**src/rtl/crv_pkg.sv**
```systemverilog
// Shared types, constants and decode functions for the command request validator.
// No dependencies; imported by crv_ram users, crv_parse and the top level.
package crv_pkg;

  localparam int MAX_ID_LEN = 64;
  localparam int ID_AW      = $clog2(MAX_ID_LEN);
  localparam int CNT_W      = $clog2(MAX_ID_LEN + 3);
  localparam int STEP_W     = 6;
  localparam int PROG_LEN   = 48;

  localparam logic [CNT_W-1:0]  MAX_ID_CNT = CNT_W'(MAX_ID_LEN);
  localparam logic [STEP_W-1:0] PROG_LAST  = STEP_W'(PROG_LEN - 1);

  typedef enum logic [1:0] {
    ST_OK        = 2'd0,
    ST_VERSION   = 2'd1,
    ST_MALFORMED = 2'd2,
    ST_MISMATCH  = 2'd3
  } status_t;

  typedef enum logic [3:0] {
    OP_VERSION = 4'd0,
    OP_CMDID   = 4'd1,
    OP_TAG     = 4'd2,
    OP_ID      = 4'd3,
    OP_SKIP4   = 4'd4,
    OP_SKIP8   = 4'd5,
    OP_ENUM1   = 4'd6,
    OP_ENUM2   = 4'd7,
    OP_FLAG    = 4'd8,
    OP_END     = 4'd9
  } op_t;

  typedef struct packed {
    logic       request;
    logic [7:0] data;
    logic       last;
  } item_t;

  typedef struct packed {
    status_t    status;
    logic [2:0] tag;
  } result_t;

  typedef struct packed {
    logic             en;
    logic [ID_AW-1:0] addr;
    logic [7:0]       data;
  } ram_wr_t;

  function automatic op_t prog_op(input logic [STEP_W-1:0] step);
    op_t op;
    unique case (step)
      6'd0:                                          op = OP_VERSION;
      6'd1:                                          op = OP_CMDID;
      6'd2:                                          op = OP_TAG;
      6'd3, 6'd4, 6'd5, 6'd6, 6'd14, 6'd16, 6'd17, 6'd18, 6'd19, 6'd21,
      6'd29, 6'd30, 6'd31, 6'd32, 6'd33, 6'd34, 6'd35, 6'd36, 6'd38,
      6'd41, 6'd42, 6'd43, 6'd44:                    op = OP_ID;
      6'd7, 6'd23:                                   op = OP_ENUM1;
      6'd9, 6'd11, 6'd25, 6'd27:                     op = OP_ENUM2;
      6'd8, 6'd10, 6'd12, 6'd24, 6'd26, 6'd28:       op = OP_SKIP8;
      6'd15, 6'd22, 6'd39, 6'd46:                    op = OP_SKIP4;
      6'd40:                                         op = OP_FLAG;
      default:                                       op = OP_END;
    endcase
    return op;
  endfunction

  function automatic logic [STEP_W-1:0] tag_start(input logic [2:0] tag);
    logic [STEP_W-1:0] s;
    unique case (tag)
      3'd1:    s = 6'd3;
      3'd2:    s = 6'd14;
      3'd3:    s = 6'd21;
      3'd4:    s = 6'd38;
      3'd5:    s = 6'd46;
      default: s = 6'd0;
    endcase
    return s;
  endfunction

  function automatic logic is_alnum(input logic [7:0] b);
    return (b >= 8'h41 && b <= 8'h5A) || (b >= 8'h61 && b <= 8'h7A) ||
           (b >= 8'h30 && b <= 8'h39);
  endfunction

  function automatic logic is_id_rest(input logic [7:0] b);
    return is_alnum(b) || b == 8'h2E || b == 8'h5F || b == 8'h3A || b == 8'h2D;
  endfunction

endpackage

```
**src/rtl/crv_ram.sv**
```systemverilog
// Generic single-port-write, single-port-read RAM with registered read data.
// No dependencies; read returns the old contents on a same-address write.
module crv_ram #(
  parameter int WIDTH = 8,
  parameter int DEPTH = 64
) (
  input  logic                     clk,
  input  logic                     we,
  input  logic [$clog2(DEPTH)-1:0] waddr,
  input  logic [WIDTH-1:0]         wdata,
  input  logic [$clog2(DEPTH)-1:0] raddr,
  output logic [WIDTH-1:0]         rdata
);

  logic [WIDTH-1:0] mem [DEPTH];

  always_ff @(posedge clk) begin
    if (we) begin
      mem[waddr] <= wdata;
    end
    rdata <= mem[raddr];
  end

endmodule

```
**src/rtl/crv_parse.sv**
```systemverilog
// Per-byte parser state and next-state logic for request and expected-identifier bytes.
// Depends on crv_pkg; drives the expected-identifier RAM held in the top level.
module crv_parse import crv_pkg::*; (
  input  logic              clk,
  input  logic              rst,
  input  logic              step,
  input  item_t             item,
  input  logic [7:0]        format_version,
  input  logic [7:0]        rd_data,
  output logic [ID_AW-1:0]  rd_addr,
  output ram_wr_t           wr,
  output result_t           res
);

  logic [STEP_W-1:0] parse_step, parse_step_next;
  logic [CNT_W-1:0]  fbc, fbc_next;
  logic [CNT_W-1:0]  fid_len, fid_len_next;
  logic              id_differs, id_differs_next;
  status_t           error_code, error_code_next;
  logic              error_seen, error_seen_next;
  logic [2:0]        seen_tag, seen_tag_next;
  logic [CNT_W-1:0]  id_count, id_count_next;
  logic              load_open, load_open_next;
  logic              byp_hit;
  logic [7:0]        byp_data;

  always_comb begin
    logic [CNT_W-1:0] cnt_base;
    logic [CNT_W-1:0] idx;
    logic [CNT_W-1:0] rd_idx;
    logic [7:0]       ref_byte;
    logic             id_bad;
    logic             id_done;
    logic             cmp;
    logic             do_adv;
    op_t              op;

    parse_step_next = parse_step;
    fbc_next        = fbc;
    fid_len_next    = fid_len;
    id_differs_next = id_differs;
    error_code_next = error_code;
    error_seen_next = error_seen;
    seen_tag_next   = seen_tag;
    id_count_next   = id_count;
    load_open_next  = load_open;
    wr              = '0;
    res             = '{status: ST_OK, tag: 3'd0};
    cnt_base        = '0;
    idx             = fbc - CNT_W'(2);
    ref_byte        = byp_hit ? byp_data : rd_data;
    id_bad          = 1'b0;
    id_done         = 1'b0;
    do_adv          = 1'b0;
    op              = prog_op(parse_step);
    cmp             = (op == OP_CMDID);

    if (step && !item.request) begin
      cnt_base       = load_open ? id_count : '0;
      load_open_next = !item.last;
      if (cnt_base < MAX_ID_CNT) begin
        wr = '{en: 1'b1, addr: cnt_base[ID_AW-1:0], data: item.data};
      end
      id_count_next = (cnt_base <= MAX_ID_CNT) ? cnt_base + CNT_W'(1) : cnt_base;
    end else if (step) begin
      if (!error_seen) begin
        unique case (op)
          OP_VERSION: begin
            if (item.data != format_version) begin
              error_seen_next = 1'b1;
              error_code_next = ST_VERSION;
            end else begin
              do_adv = 1'b1;
            end
          end
          OP_CMDID, OP_ID: begin
            if (fbc == '0) begin
              fid_len_next = (item.data != 8'd0 && item.data <= 8'(MAX_ID_LEN)) ?
                             item.data[CNT_W-1:0] : '0;
              fbc_next     = CNT_W'(1);
            end else if (fbc == CNT_W'(1)) begin
              if (item.data != 8'd0 || fid_len == '0) begin
                id_bad = 1'b1;
              end else begin
                if (cmp) begin
                  id_differs_next = (fid_len != id_count);
                end
                fbc_next = CNT_W'(2);
              end
            end else begin
              if ((idx == '0) ? !is_alnum(item.data) : !is_id_rest(item.data)) begin
                id_bad = 1'b1;
              end else begin
                if (cmp && !id_differs && idx < id_count && idx < MAX_ID_CNT &&
                    ref_byte != item.data) begin
                  id_differs_next = 1'b1;
                end
                fbc_next = fbc + CNT_W'(1);
                id_done  = (fbc - CNT_W'(1)) >= fid_len;
              end
            end
            if (id_bad) begin
              error_seen_next = 1'b1;
              error_code_next = ST_MALFORMED;
            end else if (id_done) begin
              if (cmp && id_differs_next) begin
                error_seen_next = 1'b1;
                error_code_next = ST_MISMATCH;
              end else begin
                do_adv = 1'b1;
              end
            end
          end
          OP_TAG: begin
            if (item.data >= 8'd1 && item.data <= 8'd5) begin
              seen_tag_next   = item.data[2:0];
              parse_step_next = tag_start(item.data[2:0]);
              fbc_next        = '0;
              fid_len_next    = '0;
            end else begin
              error_seen_next = 1'b1;
              error_code_next = ST_MALFORMED;
            end
          end
          OP_SKIP4, OP_SKIP8: begin
            fbc_next = fbc + CNT_W'(1);
            do_adv   = fbc_next >= ((op == OP_SKIP4) ? CNT_W'(4) : CNT_W'(8));
          end
          OP_ENUM1, OP_ENUM2: begin
            if (item.data > ((op == OP_ENUM1) ? 8'd1 : 8'd2)) begin
              error_seen_next = 1'b1;
              error_code_next = ST_MALFORMED;
            end else begin
              do_adv = 1'b1;
            end
          end
          OP_FLAG: begin
            if (item.data > 8'd1) begin
              error_seen_next = 1'b1;
              error_code_next = ST_MALFORMED;
            end else begin
              do_adv = 1'b1;
            end
          end
          default: begin
            error_seen_next = 1'b1;
            error_code_next = ST_MALFORMED;
          end
        endcase
        if (do_adv) begin
          parse_step_next = parse_step + ((op == OP_FLAG && item.data == 8'd0) ?
                                          STEP_W'(5) : STEP_W'(1));
          fbc_next        = '0;
          fid_len_next    = '0;
        end
      end

      if (error_seen_next) begin
        res = '{status: error_code_next, tag: 3'd0};
      end else if (parse_step_next <= PROG_LAST && prog_op(parse_step_next) == OP_END) begin
        res = '{status: ST_OK, tag: seen_tag_next};
      end else begin
        res = '{status: ST_MALFORMED, tag: 3'd0};
      end

      if (item.last) begin
        parse_step_next = '0;
        fbc_next        = '0;
        fid_len_next    = '0;
        id_differs_next = 1'b0;
        error_code_next = ST_OK;
        error_seen_next = 1'b0;
        seen_tag_next   = 3'd0;
      end
    end

    rd_idx  = fbc_next - CNT_W'(2);
    rd_addr = rd_idx[ID_AW-1:0];
  end

  always_ff @(posedge clk) begin
    if (rst) begin
      parse_step <= '0;
      fbc        <= '0;
      fid_len    <= '0;
      id_differs <= 1'b0;
      error_code <= ST_OK;
      error_seen <= 1'b0;
      seen_tag   <= 3'd0;
      id_count   <= '0;
      load_open  <= 1'b0;
      byp_hit    <= 1'b0;
    end else begin
      parse_step <= parse_step_next;
      fbc        <= fbc_next;
      fid_len    <= fid_len_next;
      id_differs <= id_differs_next;
      error_code <= error_code_next;
      error_seen <= error_seen_next;
      seen_tag   <= seen_tag_next;
      id_count   <= id_count_next;
      load_open  <= load_open_next;
      byp_hit    <= wr.en && (wr.addr == rd_addr);
    end
  end

  always_ff @(posedge clk) begin
    byp_data <= wr.data;
  end

endmodule

```
**src/rtl/command_request_validator_top.sv**
```systemverilog
// Command request validator top level: stream handshake, input and result registers.
// Depends on crv_pkg, crv_parse and crv_ram.
//
// Usage:
//   s_* carries one byte per transaction. s_tuser = 0 loads a byte of the expected
//   command identifier, s_tuser = 1 is a request byte; s_tlast ends the identifier
//   run or the request. A request's final byte yields one result transaction on
//   m_*; all other bytes yield none.
//   cfg_* writes the required format version byte; write it only while idle.
// Timing:
//   An accepted byte waits in the input register until the parser steps, is checked in
//   that step, and a final request byte's result is registered into m_tdata and m_tvalid.
//   One byte is taken every cycle unless a final request byte waits on a held result;
//   the single check stage and the registered expected-identifier RAM read set that rate.
// Reset:
//   rst clears the parser, sets the format version to 1 and the expected length to
//   zero; the identifier RAM is not cleared and its data is used only below the loaded length.
// Backpressure:
//   With m_tready low the result register holds; bytes that produce no result keep
//   flowing, and the final byte of the next request waits in the input register.
module command_request_validator_top import crv_pkg::*; (
  input  logic       clk,
  input  logic       rst,
  input  logic       s_tvalid,
  output logic       s_tready,
  input  logic [7:0] s_tdata,   // [7:0] data_byte
  input  logic       s_tlast,
  input  logic       s_tuser,   // [0] operation
  output logic       m_tvalid,
  input  logic       m_tready,
  output logic [7:0] m_tdata,   // [1:0] status, [4:2] command_tag, [7:5] zero
  input  logic       cfg_valid,
  output logic       cfg_ready,
  input  logic [7:0] cfg_data
);

  logic             in_vld;
  item_t            in_item;
  logic             emits;
  logic             step;
  logic [7:0]       format_version;
  logic [ID_AW-1:0] rd_addr;
  logic [7:0]       rd_data;
  ram_wr_t          wr;
  result_t          res;

  assign emits     = in_item.request && in_item.last;
  assign step      = in_vld && (!emits || !m_tvalid || m_tready);
  assign s_tready  = !in_vld || step;
  assign cfg_ready = 1'b1;

  always_ff @(posedge clk) begin
    if (rst) begin
      in_vld         <= 1'b0;
      m_tvalid       <= 1'b0;
      format_version <= 8'd1;
    end else begin
      if (s_tready) begin
        in_vld <= s_tvalid;
      end
      if (step && emits) begin
        m_tvalid <= 1'b1;
      end else if (m_tready) begin
        m_tvalid <= 1'b0;
      end
      if (cfg_valid) begin
        format_version <= cfg_data;
      end
    end
  end

  always_ff @(posedge clk) begin
    if (s_tvalid && s_tready) begin
      in_item <= '{request: s_tuser, data: s_tdata, last: s_tlast};
    end
    if (step && emits) begin
      m_tdata <= {3'd0, res.tag, res.status};
    end
  end

  crv_parse u_parse (
    .clk            (clk),
    .rst            (rst),
    .step           (step),
    .item           (in_item),
    .format_version (format_version),
    .rd_data        (rd_data),
    .rd_addr        (rd_addr),
    .wr             (wr),
    .res            (res)
  );

  crv_ram #(
    .WIDTH (8),
    .DEPTH (MAX_ID_LEN)
  ) u_id_ram (
    .clk   (clk),
    .we    (wr.en),
    .waddr (wr.addr),
    .wdata (wr.data),
    .raddr (rd_addr),
    .rdata (rd_data)
  );

`ifndef SYNTHESIS
  a_result_follows: assert property (@(posedge clk) disable iff (rst)
    (step && emits) |=> m_tvalid)
    else $error("result transaction not raised after final request byte");

  a_ok_has_tag: assert property (@(posedge clk) disable iff (rst)
    (m_tvalid && m_tdata[1:0] == ST_OK) |-> (m_tdata[4:2] != 3'd0))
    else $error("ok status without a command tag");

  a_err_no_tag: assert property (@(posedge clk) disable iff (rst)
    (m_tvalid && m_tdata[1:0] != ST_OK) |-> (m_tdata[4:2] == 3'd0))
    else $error("error status with a nonzero command tag");

  a_input_held: assert property (@(posedge clk) disable iff (rst)
    (in_vld && !step) |=> (in_vld && $stable(in_item)))
    else $error("pending byte dropped or overwritten");
`endif

endmodule

```
**config.mk**
```make
export PLATFORM = sky130hd
export DESIGN_NAME = command_request_validator_top
export DESIGN_NICKNAME = d
export VERILOG_FILES = /design/src/rtl/crv_pkg.sv /design/src/rtl/crv_ram.sv /design/src/rtl/crv_parse.sv /design/src/rtl/command_request_validator_top.sv
export SDC_FILE = /design/constraint.sdc
export NUM_CORES = 1
export LEC_CHECK = 0
export BUFFER_PORTS_ARGS = -buffer_cell sky130_fd_sc_hd__buf_2
export CELL_PAD_IN_SITES_DETAIL_PLACEMENT = 0
export CELL_PAD_IN_SITES_GLOBAL_PLACEMENT = 1
export CORE_MARGIN = 2
export CORE_UTILIZATION = 33
export CTS_BUF_LIST = sky130_fd_sc_hd__clkbuf_16
export DETAILED_ROUTE_END_ITERATION = 10
export PLACE_DENSITY_LB_ADDON = 0.1
export SLEW_MARGIN = 20
export SYNTH_ARGS = -nofsm -noshare
export SYNTH_HDL_FRONTEND = slang
export SYNTH_SLANG_ARGS = --single-unit
```
**constraint.sdc**
```tcl
create_clock -name clk -period 7.9 [get_ports clk]
set_clock_uncertainty 0.2 [all_clocks]
set_input_delay 1.975 -clock clk [delete_from_list [all_inputs] [get_ports clk]]
set_output_delay 1.975 -clock clk [all_outputs]
set_load 0.01 [all_outputs]
```
Word-level counts from Yosys, hierarchy flattened. Memory sizes are Yosys's and may differ from the RTL's. A register that Yosys moved wholly into a read port is not among the register bits. Cells that the tools add are included. Widths: inputs -> output; s select.

Flip-flop bits (word level): 69. Bits in writable memories: 512. ROM bits: 512. Input bits: 23. Output and inout port bits: 11. Memories kept: 3.

Memory list: u_id_ram.mem (depth 64, bits a word 8, read ports 1, clocked after Yosys merged registers in 1, wr ports 1, line crv_ram.sv:15) `logic [WIDTH-1:0] mem [DEPTH];`; (name not given) (depth 64, bits a word 4, read ports 1, clocked after Yosys merged registers in 1, wr ports 0, line crv_pkg.sv:53) `unique case (step)`; (name not given) (depth 64, bits a word 4, read ports 1, clocked after Yosys merged registers in 0, wr ports 0, line crv_pkg.sv:53).

Add/subtract/negate cells: 6. $lt $le $gt $ge: 18. Equality and inequality tests: 26. Multiplexer cells: 110. Bitwise operators: 3. Reduce and logical (&&, ||, !) cells: 53.

Operators by type and width (number): $mux 7 (18); $mux 6 (9); $mux 1 (53); $mux 15 (2); $pmux 6 s5 (1); $eq 8x6->1 const B (3); $le 8x7->1 const B (3); $logic_not 7->1 (3); $pmux 7 s3 (1); $mux 2 (10); $logic_and 1x1->1 (18); $eq 4x3->1 const B (4); $ge 8x7->1 const B (2); $mux 4 (4); $ne 8x8->1 (2); $mux 3 (5); $add 7x1->7 const B (2); $ge 7x7->1 (2); $lt 7x7->1 const B (2); $pmux 7 s2 (1); $pmux 2 s6 (1); $logic_or 1x1->1 (10); $mux 5 (2); $eq 4x2->1 const B (2); other kinds (39) (56).

Depth between registers and ports, before layout. An unclocked memory read counts as a cell.

Depth after elaboration: 37. Mapped depth: 24.

Modules after synthesis. From an unflattened synthesis, not the netlist that was laid out.

Cell total of the unflattened synthesis: 1702. Area, all modules: 26221.4 um^2.

By module, submodules not included: crv_ram (instances 1, cells each 993, area each 20285.7 um^2); crv_parse (instances 1, cells each 649, area each 5043.6 um^2); command_request_validator_top (instances 1, cells each 60, area each 892.1 um^2).

Least setup slack after synthesis. No wires, ideal clock.

Kind: flip-flop to flip-flop. Start: register u_parse.fbc[1]. End: register u_id_ram.rdata[0] (read register of u_id_ram.mem). Library setup time: 134 ps. Arrival time: 5200 ps. Required time: 7566 ps. Slack: 2366 ps. Stages on the path, launching flop included: 20. Path buffers: 4. Clock period less this slack: 5534 ps. Cells stage by stage: dfxtp_1 > ha_1 > clkbuf_1 > xnor2_1 > ha_1 > a21bo_2 > a21oi_1 > nand3_1 > or4b_1 > a221o_1 > nor4_4 > a22oi_2 > buf_4 > buf_2 > ha_1 > inv_2 > clkbuf_1 > mux2i_1 > o22ai_1 > or4_1.

Longest elaborated chain between the ends: 27. Elaborated cells between the ends (all ways): 56.

Ends and longest elaborated chain: start: declaration (line crv_parse.sv:16) `logic [CNT_W-1:0] fbc, fbc_next;`; start signal: assignment (line crv_parse.sv:195) `fbc <= fbc_next;`; $sub 7x2->7 (line crv_parse.sv:50) `idx = fbc - CNT_W'(2);`; $lt 7x7->1 (line crv_parse.sv:94) `if (cmp && !id_differs && idx < id_count && idx < MAX_ID_CNT &&`; $logic_and 1x1->1 (3 in a row) (line crv_parse.sv:94); $mux 1 (line crv_parse.sv:94); $mux 1 (line crv_parse.sv:91) `if ((idx == '0) ? !is_alnum(item.data) : !is_id_rest(item.data)) begin`; $mux 1 (line crv_parse.sv:81) `end else if (fbc == CNT_W'(1)) begin`; $mux 1 (line crv_parse.sv:77) `if (fbc == '0) begin`; $mux 1 (line crv_parse.sv:67) `unique case (op)`; (+9 left out); $mux 1 (line crv_parse.sv:65) `end else if (step) begin`; $mux 1 (line crv_parse.sv:58) `if (step && !item.request) begin`; $mux 7 (line crv_parse.sv:150) `if (do_adv) begin`; $mux 7 (line crv_parse.sv:66) `if (!error_seen) begin`; $mux 7 (line crv_parse.sv:166) `if (item.last) begin`; $mux 7 (line crv_parse.sv:65); $mux 7 * (line crv_parse.sv:58); $sub 6x2->6 * (line crv_parse.sv:177) `rd_idx = fbc_next - CNT_W'(2);`; end: declaration (line crv_ram.sv:12) `output logic [WIDTH-1:0] rdata`.

Every way passes the cells marked *; elsewhere a longest branch is shown, timed or not. The select of a mux whose other input is x is not followed. A chain may end at the register's enable or synchronous reset.

Worst setup path after layout.
Start: register u_parse.fbc[2]. End: register u_id_ram.rdata[3] (read register of u_id_ram.mem).

The elaborated chain is that of the path after synthesis.

==> results summary <==
The flow ran to the end, and the final reports show no timing, DRC or antenna violations. The number of distinct standard cells referenced by the synthesized netlist is between 80 and 90. The number of antenna violations at the first check in global routing came out at 4. The cell-internal power came out at between 5000 and 6000 µW.

The synthesis-stage register bit count is between 500 and 600. The share of the core filled with cells came out at 38.2%. The power density normalized to cell area is ~220 nW/µm². The full die area came out at about 84000 µm².

The clock buffer count from CTS is 70. Global routing consumed, on the met3 layer, about 3.6% of the routing resources. A synthesized cell averages around 14 µm².

The tool flagged a number of max-cap violations equal to 0. The layout filler cell count came out at around 7500. The summed negative setup slack over all endpoints came out at 0 ps. The final wirelength came out at 76000 µm. The clock root buffer is sky130_fd_sc_hd__clkbuf_16. The setup path with the least slack is of type flop to flop.

Yosys attributes the largest share of cell area to sky130_fd_sc_hd__edfxtp_1 (58%), sky130_fd_sc_hd__mux2i_1 (17%), sky130_fd_sc_hd__dfxtp_1 (4.9%). The effective utilization at floorplan is approximately a third. The met1 usage in global routing is 24.7%. The count of final setup violators is 0. The arrival time of the worst setup path is around 6900 ps. The via count of the first global-routing pass was approximately 16000. The first-pass iteration count of the detailed router is 5. After clock tree synthesis, the clock-pin slew on the worst setup and hold paths is about 60 ps. The period utilization came out at between 80% and 90%. The tightest slew margin relative to the limit is around a quarter. The proportion of synthesized flip-flops having asynchronous set or reset is 0%. In this run the horizontal extent of the chip is 290 µm. The met2 capacity usage during global routing came out at roughly 29%.

In this run, placement finished with an instance count of 2957. Using the TritonRoute via totals, the vias-per-cell ratio works out to 5.19. The post-CTS resize count came out at 0.

The netlist area before placement is 27100 µm². The worst ir drop on vdd is 0.185 mV. The layout overhead on the synthesized area came out at 14.0%. The portion of total power attributed to sequential cells is between 50% and 60%. TritonCTS built the clock tree. The switching fraction of total power is between 20 and 25%. The maximum number of pins on one net before global-route repair came out at 75. The placer congestion estimate is 0.861. After floorplanning, the core was divided into between 100 and 150 placement rows. The final critical-path required period is approximately 6600 ps. The fraction of final layout cells with drive strength greater than 1 came out at a little over a tenth. The worst setup path is launched from a flop. The final antenna diode count came out at 0.

The final global-route overflow total came out at 0. The worst setup path is captured at a flop. After the flow finishes, the layout carries non-filler instances totaling just over 3000.

The total of buffers placed on input and output ports is 29. The number of hold violations in the final report came to 0. The number of warnings printed during yosys synthesis came out at 0.

The tightest hold margin is around 300 ps. The deepest clock path buffer count came out at 3. Summed over all instances, the cell type with the most area after synthesis is sky130_fd_sc_hd__edfxtp_1.

The area share of the largest cell type after synthesis came out at slightly below 60%. The remaining antenna violation count after routing is 0. The total count of max-transition violations in the final report came out at 0. After floorplanning, the core was sized to cover approximately 80000 µm².

For this run, design rule violations remaining after detail routing come to 0. The synthesized instance count came out at roughly 1900. 34 I/O pins were placed. After detailed routing, the average wire length per cell comes to 24.7 µm. Hold repair after CTS inserted 0 buffers. The first-pass GRT wire length is ~110000 µm. The die is slightly below 300 µm tall.

The depth of the CTS H-tree is 3. The most used flip-flop cell after synthesis is sky130_fd_sc_hd__edfxtp_1. The final layout net count is a little over 2000.

Clock latency on the worst-skew pair, taken at its later pin, is ~610 ps. Setup repair after global routing left no endpoint under its margin. The maximum fanout along the worst path is 14. The HPWL after detailed placement came out at 50100 µm. The reported net switching power came out at about 1400 µW. For this block, the initial DRC count from the detailed router was 1192. The number of clock sinks is approximately 590. The power share of the combinational group is 1.5%.

Data on the critical path is required at its endpoint by roughly 8200 ps. Post-CTS timing repair inserted 0 buffers for setup. The overall track demand over capacity in global routing is 17.9%. The slew at the pin with the worst max-slew slack came out at 1130 ps. The worst hold path belongs to the class flop to flop. For this design the static power due to leakage is 0.0133 µW. The global routing stage identified its most utilized layer as met2. The number of synthesized flops with an enable pin came out at between 500 and 600. The sequential fraction of the synthesis area came out at ~63%. The clock network power share came out at 47.2%. The total vias in the final route came out at around 16000. The fmax came out at 151 MHz.
-- synth_stat cells (9+ instances only) --
library cell and count:
sky130_fd_sc_hd__nor3_1 27, sky130_fd_sc_hd__a31oi_1 9, sky130_fd_sc_hd__or4_1 12, sky130_fd_sc_hd__mux2i_1 465, sky130_fd_sc_hd__nand2b_1 17, sky130_fd_sc_hd__o21ai_0 27
sky130_fd_sc_hd__nand3_1 29, sky130_fd_sc_hd__dfxtp_1 66, sky130_fd_sc_hd__buf_2 55, sky130_fd_sc_hd__ha_1 46, sky130_fd_sc_hd__nor4_1 11, sky130_fd_sc_hd__xor2_1 13
sky130_fd_sc_hd__inv_1 38, sky130_fd_sc_hd__nand4_1 10, sky130_fd_sc_hd__nand2_1 67, sky130_fd_sc_hd__and3_1 12, sky130_fd_sc_hd__buf_4 10, sky130_fd_sc_hd__or3_1 10
sky130_fd_sc_hd__xnor2_1 34, sky130_fd_sc_hd__a21oi_1 42, sky130_fd_sc_hd__nor2b_1 16, sky130_fd_sc_hd__nor2_1 149, sky130_fd_sc_hd__o22ai_1 38, sky130_fd_sc_hd__clkbuf_1 33
sky130_fd_sc_hd__edfxtp_1 527
-- per-layer routing --
metal,vias up,share of wire (%)
met4,4,2.3
li1,7425,-
met3,108,4.7
met2,356,46
met1,8101,47
met5,-,0.030
-- registers in the layout, indices dropped and copies added, names as in the netlist, 2 cells and up, named ones only --
| signal | flops |
|---|---|
| u_parse.parse_step | 6 |
| m_tdata | 5 |
| format_version | 8 |
| u_id_ram.mem | 512 |
| u_parse.fid_len | 7 |
| u_id_ram.rdata | 8 |
| u_parse.byp_data | 8 |
| u_parse.error_code | 2 |
| in_item | 10 |
| u_parse.seen_tag | 3 |
| u_parse.id_count | 7 |
| u_parse.fbc | 7 |
-- final cells by class --
type / instances / area, µm² / share of cell area (%)
clock buffer: 72 / 1800 / 5.84
sequential: 593 / 17100 / 55.6
tap: 1060 / 1330 / 4.30
timing repair buffer: 84 / 658 / 2.13
inverter: 40 / 150 / 0.487
multi-input combinational: 1180 / 9330 / 30.3
clock inverter: 52 / 422 / 1.37
-- final timing paths --
check / slack, ps / endpoint / startpoint / cells past startpoint
worst max-delay path: 1290 / u_id_ram.rdata[3]$_DFF_P_ / u_parse.fbc[2]$_SDFF_PP0_ / 18
worst min-delay path: 300 / u_parse.seen_tag[2]$_SDFFE_PP0P_ / u_parse.seen_tag[2]$_SDFFE_PP0P_ / 2
worst max register to register: 1290 / u_id_ram.rdata[3]$_DFF_P_ / u_parse.fbc[2]$_SDFF_PP0_ / 18
worst min register to register: 300 / u_parse.seen_tag[2]$_SDFFE_PP0P_ / u_parse.seen_tag[2]$_SDFFE_PP0P_ / 2
-- kinds of logic after synthesis --
kind of cell	count (synthesis)	synth area share, %
mux	469	17.4
xor+xnor	48	1.58
buf+inv	143	2.43
compound gates	208	5.36
flops	593	63.4
fa+ha+maj	46	2.13
simple gates	405	7.71
other cells	2	0.0278
-- cells in the final DEF (no fill, tap or decap), types with 10 or more instances in the layout --
master | Yosys | layout
sky130_fd_sc_hd__or3_1 | 10 | 10
sky130_fd_sc_hd__nand3_1 | 29 | 29
sky130_fd_sc_hd__xnor2_1 | 34 | 33
sky130_fd_sc_hd__ha_1 | 46 | 46
sky130_fd_sc_hd__nand2_1 | 67 | 67
sky130_fd_sc_hd__nand4_1 | 10 | 10
sky130_fd_sc_hd__o22ai_1 | 38 | 38
sky130_fd_sc_hd__dfxtp_1 | 66 | 66
sky130_fd_sc_hd__clkbuf_16 | 0 | 72
sky130_fd_sc_hd__clkinv_1 | 1 | 14
sky130_fd_sc_hd__nor2b_1 | 16 | 16
sky130_fd_sc_hd__nor2_1 | 149 | 146
sky130_fd_sc_hd__xor2_1 | 13 | 12
sky130_fd_sc_hd__nor4_1 | 11 | 11
sky130_fd_sc_hd__buf_4 | 10 | 47
sky130_fd_sc_hd__or4_1 | 12 | 12
sky130_fd_sc_hd__edfxtp_1 | 527 | 527
sky130_fd_sc_hd__nor3_1 | 27 | 25
sky130_fd_sc_hd__inv_1 | 38 | 56
sky130_fd_sc_hd__buf_2 | 55 | 29
sky130_fd_sc_hd__mux2i_1 | 465 | 465
sky130_fd_sc_hd__o21ai_0 | 27 | 27
sky130_fd_sc_hd__a21oi_1 | 42 | 42
sky130_fd_sc_hd__nand2b_1 | 17 | 17
-- through the flow --
step,area [µm²],setup slack (ps),power [µW]
6_report,30800,1290,6650
5_1_grt,30800,885,6870
4_1_cts,30800,1280,6740
3_5_place_dp,28600,1300,3580
3_3_place_gp,28600,1410,3580
2_1_floorplan,27100,2370,3530
-- worst max-delay path, cell delays in order, from the launching register on --
cell and delay (ps):
sky130_fd_sc_hd__dfxtp_1 480, sky130_fd_sc_hd__nor4_2 560, sky130_fd_sc_hd__nand2_1 130, sky130_fd_sc_hd__xnor2_1 190, sky130_fd_sc_hd__ha_1 220, sky130_fd_sc_hd__or4b_1 470
sky130_fd_sc_hd__nor3_1 180, sky130_fd_sc_hd__o21ai_1 130, sky130_fd_sc_hd__a2111oi_0 630, sky130_fd_sc_hd__or4b_1 290, sky130_fd_sc_hd__nand3_2 150, sky130_fd_sc_hd__o31ai_1 460
sky130_fd_sc_hd__nand2_1 150, sky130_fd_sc_hd__ha_1 340, sky130_fd_sc_hd__xor2_4 610, sky130_fd_sc_hd__buf_4 330, sky130_fd_sc_hd__or3_1 280, sky130_fd_sc_hd__o22ai_1 160
sky130_fd_sc_hd__or4_1 510
-- power groups by stage --
| stage | registers, µW | clock network, µW | logic (µW) |
|---|---|---|---|
| floorplan | 3470 | 0 | 61.3 |
| global placement | 3480 | 0 | 97.0 |
| detailed placement | 3480 | 0 | 98.5 |
| CTS | 3410 | 3220 | 98.7 |
| global route | 3410 | 3350 | 106 |
| finish | 3410 | 3140 | 96.7 |
(Power assumes the default switching activity.)
